--- config.mk ---
export PLATFORM = sky130hd
export DESIGN_NAME = interval_set_merge_query
export DESIGN_NICKNAME = d
export VERILOG_FILES = /design/src/hw/rtl/isq_pkg.sv /design/src/hw/rtl/interval_set_merge_query.sv /design/src/hw/rtl/isq_ctl.sv /design/src/hw/rtl/isq_dp.sv
export SDC_FILE = /design/constraint.sdc
export NUM_CORES = 2
export LEC_CHECK = 0
export BUFFER_PORTS_ARGS = -buffer_cell sky130_fd_sc_hd__buf_2
export CAP_MARGIN = 30
export CELL_PAD_IN_SITES_DETAIL_PLACEMENT = 2
export CELL_PAD_IN_SITES_GLOBAL_PLACEMENT = 2
export CORE_MARGIN = 2
export CORE_UTILIZATION = 40
export CTS_BUF_LIST = sky130_fd_sc_hd__clkbuf_8
export DETAILED_ROUTE_END_ITERATION = 7
export PLACE_DENSITY = 0.8
export SYNTH_ARGS = -nofsm -noshare
export SYNTH_HDL_FRONTEND = slang
export SYNTH_SLANG_ARGS = --single-unit
--- constraint.sdc ---
create_clock -name clk -period 9.1 [get_ports clk]
set_input_delay 1.82 -clock clk [delete_from_list [all_inputs] [get_ports clk]]
set_output_delay 1.82 -clock clk [all_outputs]
set_load 0.1 [all_outputs]
--- src/hw/rtl/isq_pkg.sv ---
// Package for the interval set merge/query block.
// Shared types, codes and constants; used by every module of the block.
package isq_pkg;

	localparam int TIME_W          = 16;
	localparam int MAX_SPANS_DEF   = 16;
	localparam int COUNT_OUT_W     = 5;
	localparam logic [TIME_W-1:0] TIME_LIMIT = 16'd49152; // 24 hours, 11 fraction bits

	typedef enum logic [0:0] {
		OP_QUERY = 1'b0,
		OP_ADD   = 1'b1
	} op_t;

	typedef enum logic [1:0] {
		ST_OK      = 2'd0,
		ST_INVALID = 2'd1,
		ST_ORDER   = 2'd2,
		ST_FULL    = 2'd3
	} status_t;

	typedef enum logic [0:0] {
		CTL_IDLE = 1'b0,
		CTL_EXEC = 1'b1
	} ctl_state_t;

	// controller -> datapath
	typedef struct packed {
		logic load;    // capture a new item
		logic merge;   // absorb the first touched span and close the gap
		logic commit;  // finish the item and load the result register
	} isq_cmd_t;

	// datapath -> controller
	typedef struct packed {
		logic merge_pending; // an add still overlaps a stored span
	} isq_sts_t;

endpackage

--- src/hw/rtl/interval_set_merge_query.sv ---
// Top level of the interval set merge/query block: controller, datapath, port packing.
// Depends on isq_pkg, isq_ctl and isq_dp.
//
// Channel   Dir  Width  Contents
// s_axis    in   32+1   tdata: first_time, last_time; tuser: op
// m_axis    out  8      tdata: is_inside, status, span_count
//
// Sequence: a query, a rejected add or an add that touches no stored span is
// accepted, then evaluated and committed; an add that merges stored spans is
// accepted, absorbs them one per shared compare/shift step of the datapath,
// then commits. One item is in flight at a time.
// Reset: clears the span count and the controller; the table needs no clearing.
// Stalls: a finished result waits in the output register; the next item is
// accepted meanwhile and holds at its commit until that register is free.
module interval_set_merge_query
	import isq_pkg::*;
#(
	parameter int MAX_SPANS = MAX_SPANS_DEF
) (
	input  logic        clk,
	input  logic        arst_n,
	input  logic        s_axis_tvalid,
	output logic        s_axis_tready,
	input  logic [31:0] s_axis_tdata,  // [15:0] first_time, [31:16] last_time
	input  logic [0:0]  s_axis_tuser,  // [0] op
	output logic        m_axis_tvalid,
	input  logic        m_axis_tready,
	output logic [7:0]  m_axis_tdata   // [0] is_inside, [2:1] status, [7:3] span_count
);

	isq_cmd_t                cmd;
	isq_sts_t                sts;
	logic                    res_inside;
	status_t                 res_status;
	logic [COUNT_OUT_W-1:0]  res_count;

	isq_ctl u_ctl (
		.clk       (clk),
		.arst_n    (arst_n),
		.in_valid  (s_axis_tvalid),
		.in_ready  (s_axis_tready),
		.out_valid (m_axis_tvalid),
		.out_ready (m_axis_tready),
		.sts       (sts),
		.cmd       (cmd)
	);

	isq_dp #(
		.MAX_SPANS (MAX_SPANS)
	) u_dp (
		.clk        (clk),
		.arst_n     (arst_n),
		.cmd        (cmd),
		.sts        (sts),
		.in_op      (op_t'(s_axis_tuser[0])),
		.in_first   (s_axis_tdata[15:0]),
		.in_last    (s_axis_tdata[31:16]),
		.res_inside (res_inside),
		.res_status (res_status),
		.res_count  (res_count)
	);

	// pack the result transfer, lowest field first
	assign m_axis_tdata = {res_count, res_status, res_inside};

	// accepting an item always leaves the controller busy for the next cycle
	a_busy_after_accept: assert property (@(posedge clk) disable iff (!arst_n)
		s_axis_tvalid && s_axis_tready |=> !s_axis_tready)
		else $error("input accepted while an item is in work");

	// a hit is only reported by a valid query
	a_inside_ok: assert property (@(posedge clk) disable iff (!arst_n)
		m_axis_tvalid && m_axis_tdata[0] |-> m_axis_tdata[2:1] == ST_OK)
		else $error("is_inside set with a non-ok status");

	// table full only when the table really holds its capacity
	a_full_count: assert property (@(posedge clk) disable iff (!arst_n)
		m_axis_tvalid && m_axis_tdata[2:1] == ST_FULL |->
		m_axis_tdata[7:3] == COUNT_OUT_W'(MAX_SPANS))
		else $error("table full reported below capacity");

	// stored span count never exceeds capacity
	a_count_bound: assert property (@(posedge clk) disable iff (!arst_n)
		m_axis_tvalid |-> (MAX_SPANS > 31) || (int'(m_axis_tdata[7:3]) <= MAX_SPANS))
		else $error("span count above capacity");

endmodule

--- src/hw/rtl/isq_ctl.sv ---
// Controller of the interval set block: item sequencing and result handshake.
// Depends on isq_pkg.
module isq_ctl
	import isq_pkg::*;
(
	input  logic     clk,
	input  logic     arst_n,
	input  logic     in_valid,
	output logic     in_ready,
	output logic     out_valid,
	input  logic     out_ready,
	input  isq_sts_t sts,
	output isq_cmd_t cmd
);

	ctl_state_t state_q, state_nx;
	logic       out_valid_q;
	logic       slot_free;

	assign slot_free = !out_valid_q || out_ready;
	assign out_valid = out_valid_q;

	always_ff @(posedge clk or negedge arst_n) begin
		if (!arst_n) begin
			state_q     <= CTL_IDLE;
			out_valid_q <= 1'b0;
		end else begin
			state_q <= state_nx;
			if (cmd.commit) begin
				out_valid_q <= 1'b1;
			end else if (out_ready) begin
				out_valid_q <= 1'b0;
			end
		end
	end

	always_comb begin
		state_nx   = state_q;
		cmd        = '0;
		in_ready   = 1'b0;
		unique case (state_q)
			CTL_IDLE: begin
				in_ready = 1'b1;
				if (in_valid) begin
					cmd.load = 1'b1;
					state_nx = CTL_EXEC;
				end
			end
			CTL_EXEC: begin
				if (sts.merge_pending) begin
					cmd.merge = 1'b1;
				end else if (slot_free) begin
					// hold while the previous result still waits
					cmd.commit = 1'b1;
					state_nx   = CTL_IDLE;
				end
			end
			default: state_nx = CTL_IDLE;
		endcase
	end

endmodule

--- src/hw/rtl/isq_dp.sv ---
// Datapath of the interval set block: span table, parallel compares, merge and insert.
// Depends on isq_pkg.
module isq_dp
	import isq_pkg::*;
#(
	parameter int MAX_SPANS = MAX_SPANS_DEF
) (
	input  logic                   clk,
	input  logic                   arst_n,
	input  isq_cmd_t               cmd,
	output isq_sts_t               sts,
	input  op_t                    in_op,
	input  logic [TIME_W-1:0]      in_first,
	input  logic [TIME_W-1:0]      in_last,
	output logic                   res_inside,
	output status_t                res_status,
	output logic [COUNT_OUT_W-1:0] res_count
);

	localparam int CW = $clog2(MAX_SPANS + 1);

	logic [TIME_W-1:0] start_q [MAX_SPANS];
	logic [TIME_W-1:0] end_q   [MAX_SPANS];
	logic [CW-1:0]     count_q;

	op_t               op_q;
	logic [TIME_W-1:0] ns_q, ne_q;
	logic              first_q;

	logic [MAX_SPANS-1:0] vld, below, touch, pos, hit;
	logic [TIME_W-1:0]    sel_start, sel_end, mrg_start, mrg_end;
	logic                 touched_any, do_insert;
	status_t              status_c;
	logic                 inside_c;
	logic [CW-1:0]        count_nx;

	// per-entry compares against the working span
	always_comb begin
		sel_start = '0;
		sel_end   = '0;
		for (int i = 0; i < MAX_SPANS; i++) begin
			vld[i]   = CW'(i) < count_q;
			below[i] = vld[i] && (end_q[i] < ns_q);
			touch[i] = vld[i] && !below[i] && (start_q[i] <= ne_q);
			hit[i]   = vld[i] && (start_q[i] <= ns_q) && (ns_q <= end_q[i]);
		end
		pos[0] = !below[0];
		for (int i = 1; i < MAX_SPANS; i++) begin
			pos[i] = !below[i] && below[i-1];
		end
		for (int i = 0; i < MAX_SPANS; i++) begin
			if (pos[i]) begin
				sel_start = sel_start | start_q[i];
				sel_end   = sel_end | end_q[i];
			end
		end
	end

	assign touched_any = |touch;
	assign mrg_start   = (sel_start < ns_q) ? sel_start : ns_q;
	assign mrg_end     = (sel_end > ne_q) ? sel_end : ne_q;

	// item outcome; checks apply to the item as received
	always_comb begin
		status_c          = ST_OK;
		inside_c          = 1'b0;
		sts.merge_pending = 1'b0;
		if (op_q == OP_QUERY) begin
			if (ns_q >= TIME_LIMIT) begin
				status_c = ST_INVALID;
			end else begin
				inside_c = |hit;
			end
		end else if (first_q && (ne_q < ns_q)) begin
			status_c = ST_ORDER;
		end else if (first_q && ((ns_q >= TIME_LIMIT) || (ne_q >= TIME_LIMIT))) begin
			status_c = ST_INVALID;
		end else if (touched_any) begin
			sts.merge_pending = 1'b1;
		end else if (first_q && (count_q >= CW'(MAX_SPANS))) begin
			status_c = ST_FULL;
		end
	end

	assign do_insert = cmd.commit && (op_q == OP_ADD) && (status_c == ST_OK);
	assign count_nx  = do_insert ? count_q + CW'(1) : count_q;

	always_ff @(posedge clk or negedge arst_n) begin
		if (!arst_n) begin
			count_q <= '0;
		end else if (cmd.merge) begin
			count_q <= count_q - CW'(1);
		end else begin
			count_q <= count_nx;
		end
	end

	always_ff @(posedge clk) begin
		if (cmd.load) begin
			op_q    <= in_op;
			ns_q    <= in_first;
			ne_q    <= in_last;
			first_q <= 1'b1;
		end
		if (cmd.merge) begin
			// absorb the first touched span, close the gap above it
			ns_q    <= mrg_start;
			ne_q    <= mrg_end;
			first_q <= 1'b0;
			for (int i = 0; i < MAX_SPANS - 1; i++) begin
				if (!below[i]) begin
					start_q[i] <= start_q[i+1];
					end_q[i]   <= end_q[i+1];
				end
			end
		end
		if (do_insert) begin
			// open a slot at the insertion point, shift the rest up
			for (int i = 0; i < MAX_SPANS; i++) begin
				if (pos[i]) begin
					start_q[i] <= ns_q;
					end_q[i]   <= ne_q;
				end else if (i > 0 && !below[i]) begin
					start_q[i] <= start_q[i-1];
					end_q[i]   <= end_q[i-1];
				end
			end
		end
		if (cmd.commit) begin
			res_inside <= inside_c;
			res_status <= status_c;
			res_count  <= COUNT_OUT_W'(count_nx);
		end
	end

endmodule
* After elaboration in Yosys (flattened, before gate mapping)
Memory sizes are Yosys's and may differ from the RTL's.
Cells that the tools add are included.
** Storage, ports and cells
- Bits of input ports :: 37
- Memories kept :: 2
- RAM bits :: 512
- Output and inout port bits :: 10
- Word-level logic and storage cells :: 580
- Register bits :: 49
** Memory list
- u_dp.end_q :: depth 16, bits a word 16, read ports 16, clocked after memory_dff 0, wr ports 16, RTL line isq_dp.sv:23 : logic [TIME_W-1:0] end_q [MAX_SPANS];
- u_dp.start_q :: depth 16, bits a word 16, read ports 16, clocked after memory_dff 0, wr ports 16, RTL line isq_dp.sv:22 : logic [TIME_W-1:0] start_q [MAX_SPANS];
** Operators by class
- Muxes and demuxes :: 260
- Reductions and logical operators :: 127
- Bitwise logic cells :: 91
- $add $sub $neg :: 2
- Equal/unequal tests :: 2
- Magnitude comparators :: 86
** Operators by type and width (number)
- $mux 16 :: 98
- $le 16x16->1 :: 48
- $or 16x16->16 :: 30
- $lt 16x16->1 :: 18
- $mux 1 :: 153
- $logic_and 1x1->1 :: 100
- $or 1x1->1 :: 60
- $lt 4x5->1 const A :: 8
- $ge 16x16->1 const B :: 2
- $reduce_or 16->1 :: 2
- $lt 3x5->1 const A :: 4
- $logic_not 1->1 :: 17
- $gt 16x16->1 :: 1
- $mux 2 :: 6
- $lt 1x5->1 const A :: 2
- $lt 2x5->1 const A :: 2
- $mux 5 :: 2
- $add 5x1->5 const B :: 1
- $ge 5x5->1 const B :: 1
- $sub 5x1->5 const B :: 1
- $ne 2x1->1 const B :: 2
- $reduce_and 2->1 :: 2
- $reduce_bool 2->1 :: 2
- $logic_not 2->1 :: 1
- 4 further kinds :: 5

* Longest topological paths before layout
An unclocked memory read counts as a cell.
- Depth after elaboration :: 37
- Gate-level depth with buffers :: 26
- Gate-level depth less buffers :: 24

* Modules after synthesis
From an unflattened synthesis, not the netlist that was laid out.
** Unflattened totals
- Cell total of the unflattened synthesis :: 5628
- Area, all modules :: 51531.9 um2
** Modules (own cells, without submodules)
- isq_dp :: area an instance 51415.6 um2, times used 1, cells an instance 5616, seq. area each 16751.1 um2
- isq_ctl :: area an instance 108.9 um2, times used 1, cells an instance 11, seq. area each 50.0 um2
- interval_set_merge_query :: area an instance 7.5 um2, times used 1, cells an instance 1, seq. area each 0.0 um2

* Worst setup path after synthesis
No wires, ideal clock.
- Kind :: reg2reg
- Start point :: reg u_dp.ns_q[10]
- End point :: reg u_dp.ne_q[0] (enable)
- Path buffers :: 1
- Library setup time :: 0.414 ns
- Arrival :: 6.083 ns
- Path slack :: 2.603 ns
- Required time :: 8.686 ns
- Stages on the path, launching flop included :: 25
- Period minus slack after synthesis :: 6.497 ns
- Cell sequence :: edfxtp_1 > inv_1 > ha_1 > a21o_1 > a221oi_1 > nor2_1 > a2111oi_0 > o211ai_1 > nor2_1 > nor2b_1 > clkbuf_1 > a222oi_1 > nand3_1 > ha_1 > nor2b_1 > o21a_1 > o21a_1 > o21a_1 > o21a_1 > o21ai_0 > nand2b_1 > a21oi_1 > nor3_1 > a2111oi_0 > o31ai_1
** On the way
- Cells in the longest elaborated chain, start to end :: 36
- Elaborated cells on any way between the ends :: 142
- Those cells by class :: 19 x order compare; 1 x eq/ne; 22 x mux; 15 x bitwise; 85 x reduce/logical
** Ends and longest elaborated chain
- start: declaration :: RTL line isq_dp.sv:27 : logic [TIME_W-1:0] ns_q, ne_q;
- start signal: assignment :: RTL line isq_dp.sv:101 : ns_q <= in_first;
- start signal: assignment :: RTL line isq_dp.sv:107 : ns_q <= mrg_start;
- $lt 16x16->1 :: RTL line isq_dp.sv:43 : below[i] = vld[i] && (end_q[i] < ns_q);
- $logic_and 1x1->1 :: RTL line isq_dp.sv:43
- $mux 16 / $logic_not 1->1 (equally long branches) :: RTL line isq_dp.sv:52, isq_dp.sv:44, isq_dp.sv:49
- $or 16x16->16 / $logic_and 1x1->1 (equally long branches) :: RTL line isq_dp.sv:54, isq_dp.sv:49
- $mux 16 :: RTL line isq_dp.sv:52 : if (pos[i]) begin
- $or 16x16->16 :: RTL line isq_dp.sv:54 : sel_end = sel_end | end_q[i];
- $mux 16 :: RTL line isq_dp.sv:52
- $or 16x16->16 :: RTL line isq_dp.sv:54
- (+20 left out)
- $mux 16 :: RTL line isq_dp.sv:52
- $or 16x16->16 :: RTL line isq_dp.sv:54
- $mux 16 :: RTL line isq_dp.sv:52
- $or 16x16->16 :: RTL line isq_dp.sv:54
- $mux 16 :: RTL line isq_dp.sv:52
- $gt 16x16->1 :: RTL line isq_dp.sv:61 : assign mrg_end = (sel_end > ne_q) ? sel_end : ne_q;
- $ne 2x1->1 (no line)
- $reduce_and 2->1 (no line) (*)
- end signal: assignment :: RTL line isq_dp.sv:102 : ne_q <= in_last;
- end signal: assignment :: RTL line isq_dp.sv:108 : ne_q <= mrg_end;
- end: declaration :: RTL line isq_dp.sv:27
Every way passes the cells marked *; elsewhere a longest branch is shown, timed or not.
A chain may end at the register's enable or synchronous reset.

* Worst setup path in the final report
- Start point :: reg u_dp.ns_q[12]
- End point :: reg u_dp.ne_q[6] (enable)
The elaborated chain is that of the path after synthesis.

==> impl_results.md <==
- Status: complete, but fails checks
- Failing checks: design-rule violations
- Syn Std Cell Area: 48500 µm²
- Area growth from synthesis to layout: 11.2%
- Die H: 352 µm
- Number of buffers created by CTS: 111
- Worst reg2reg path startpoint: u_dp.ns_q[12]
- Leakage power: 22.5 nW
- Number of vias after detailed routing: 50.7k
- Commonest cells after routing, fill and taps aside: ha_1, a21oi_1, edfxtp_1
- Overall overflow remaining after global route: 0
- Wire length of the first global-routing pass: 405000 µm
- Number of enable-type register cells in the synthesized netlist: 553
- Clock latency of the later-clocked register in the worst-skew pair: 0.91 ns
- Endpoint of the most critical setup path: u_dp.ne_q[6]
- Total number of yosys warnings: 0
- Half-perimeter wire length after placement: 220000 µm
- IO buf count: 46
- Post-cts hold buffer count: 0
- Final Skew: 0.0558 ns
- Launching instance or port of the critical path: u_dp.ns_q[12]
- Highest clock frequency the design can meet: 120 MHz
- Crit end category: flip-flop
- Signal arrival time at the worst endpoint: 8.96 ns
- Total wirelength of the detailed-routed design: 297000 µm
- Total Nets Final: 6020
- Starting utilization of the core area: 40.4%
- # resized after CTS: 0
- Cells after synthesis: 5059
- Headroom to the max-slew limit: 23.2%
- Clock Tree Root: clkbuf_8
- Flop2flop setup slack: 0.77 ns
- Number of filler cells placed in the layout: 13.0k
- Max IR drop VDD: 290 µV
- Antenna violations before repair: 26
- Worst hold path class: reg -> reg
- Die W: 352 µm
- Number of nets in the synthesized netlist: 5914
- Dpl cell area: 51700 µm²
- GP Congestion: 1.06
- Longest Clk Path Bufs: 3
- Post-synthesis average cell area: 9.59 µm²
- Via count of the first global-routing pass: 50.8k
- Router iterations before antenna repair: 8
- Clock sinks: 561
- Routed wire length per instance: 43.2 µm
- Critical path class: reg -> reg
- Post-route cell area: 54000 µm²
- Antenna violation net count after detailed routing: 0
- Data required time at the worst endpoint: 9.73 ns
- Clock tree from TritonCTS: done
- Minimum clock period: 8.33 ns
- Total Die Area: 124000 µm²
- Startpoint class of the critical path: flip-flop
- Number of I/O pins: 47
- Number of levels the H-tree was split into: 3
- Buffers inserted by post-CTS timing repair: 0
- Share of cells above drive strength 1: 10.3%
- Clock transition at path regs: 0.07 ns
- Final Cycle Share: 91.5%
- Slew at the pin closest to its max-slew limit: 1.14 ns
- Final-layout setup total negative slack: 0 ns
- Sum of internal, switching and leakage power: 21.3 mW
- GRT Resource Usage Total: 46.4%
- Remaining design rule violation count: 17
- Unrepaired setup endpoints after global routing: no
- Post-placement worst setup slack: 1.10 ns
- Worst reg2reg path depth: 26
- Setup violation total in the final timing report: 0
- DRC marker count from the first detailed-route iteration: 8807
- Ys flop type: edfxtp_1
- Final Max Slew Viols: 0
- Fin. Hold Viols: 0
- Count of cell types in the netlist: 77
- Reg2reg end: u_dp.ne_q[6]
- Largest net degree at the start of global routing: 65
- Maximum net fanout on the critical path: 17
- PnR worst setup slack: 0.772 ns
- Average via count per standard cell: 7.38
- FFs w/ async S/R, synth: 1.25%
- Fraction of the yosys area taken by sequential cells: 34.6%
- Floorplan row count: 127
- Synthesized flop and latch total: 561
- Most common library cell in the layout ignoring fill and taps: ha_1
- Reported max-cap violation count: 0
- Area of the core: 120000 µm²
- Pwr per Cell Area: 396 nW/µm²
-- where the power goes --
group	total, mW	switching (mW)	internal [mW]
clock network	2.72	1.36	1.35
registers	5.15	1.34	3.82
logic	13.5	9.30	4.18
total	21.3	12.0	9.35
-- per-stage QoR --
step                util [%]  cells  hold slack [ns]
floorplan                  -   5059            0.474
global placement        43.0   6649            0.524
detailed placement      43.1   6658            0.538
CTS                     44.8   6858            0.565
global route            44.9   6865            0.624
finish                  44.9   6872            0.552
-- layer usage --
metal	global-route usage [%]	part of all wire (%)	vias to the layer above
li1	-	-	19800
met1	59.8	38	25600
met2	64.8	40	4118
met3	17.8	15	1178
met4	28.7	7.7	30
met5	0	0.065	-
-- flip-flops by register name, indices dropped and copies added, names as in the netlist, 2 cells and up --
signal and flops:
u_dp.ne_q 16, u_dp.ns_q 16, u_dp.count_q 5, u_dp.res_count 5, u_dp.end_q 256, u_dp.start_q 256, u_dp.res_status 2
-- critical path, stage by stage (launching register included) --
cell,delay (ns)
edfxtp_1,0.68
buf_4,0.30
buf_4,0.21
ha_1,0.33
and4_1,0.35
nand4_1,0.17
a21oi_1,0.17
a41oi_1,0.07
a31oi_1,0.53
nor2b_4,0.92
nor2b_4,0.32
buf_4,0.34
a222oi_1,0.30
nand3_1,0.20
ha_1,0.34
nor2b_1,0.14
o21a_1,0.16
o21a_1,0.17
o21a_1,0.20
o21a_1,0.18
o21ai_0,0.21
nand2b_1,0.08
a21oi_1,0.41
nor3_1,0.11
a2111oi_0,0.77
o31ai_4,0.12
buf_8,0.21
-- area by class of cell --
type                       instances  area (µm²)  share of cell area (%)
timing repair buffer             258        1960                    3.62
clock buffer                     113        1560                    2.88
sequential                       561       16800                    31.1
clock inverter                    87         582                    1.08
multi-input combinational       4040       30300                    56.2
tap                             1612        2020                    3.74
inverter                         193         724                    1.34
antenna                            8        20.0                  0.0371
-- logic make-up (layout without fill, tap and decap cells) --
kind of cell	after synthesis	in the layout	synth area share (%)
adder cells (fa/ha/maj)	818	818	21.1
XOR/XNOR	8	8	0.144
flip-flops	561	561	34.6
buffers and inverters	458	651	3.70
AO/OA/AOI/OAI	1472	1472	19.3
other	0	8	0
multiplexers	367	367	7.73
AND/OR/NAND/NOR	1375	1375	13.4
-- Yosys cell counts, types with 32 or more instances --
master / count / share of area, %
a211oi_1: 46 / 0.71
a21o_1: 106 / 1.6
a21oi_1: 577 / 6.0
a222oi_1: 127 / 2.6
a22oi_1: 50 / 0.77
a31oi_1: 38 / 0.49
and4_1: 34 / 0.61
clkbuf_1: 223 / 1.7
edfxtp_1: 553 / 34
ha_1: 818 / 21
inv_1: 193 / 1.5
mux2_2: 63 / 1.5
mux2i_1: 304 / 6.3
nand2_1: 362 / 2.8
nand3_1: 103 / 1.1
nand4_1: 148 / 1.9
nor2_1: 483 / 3.7
nor2b_1: 70 / 0.90
nor3_1: 37 / 0.38
nor4_1: 32 / 0.41
o211ai_1: 33 / 0.51
o21a_1: 40 / 0.62
o21ai_0: 228 / 2.4
o21ai_1: 48 / 0.50
o22a_1: 33 / 0.60
-- worst min-delay path by stage --
stage | start | end | slack [ns] | cells past startpoint
floorplan | u_dp.first_q | u_dp.first_q | 0.47 | 2
global placement | u_ctl.out_valid | u_ctl.out_valid | 0.52 | 2
detailed placement | u_ctl.out_valid | u_ctl.out_valid | 0.54 | 2
CTS | u_ctl.out_valid | u_ctl.out_valid | 0.56 | 2
global route | u_dp.first_q | u_dp.first_q | 0.62 | 2
finish | u_ctl.out_valid | u_ctl.out_valid | 0.55 | 2
(Power assumes the default switching activity.)
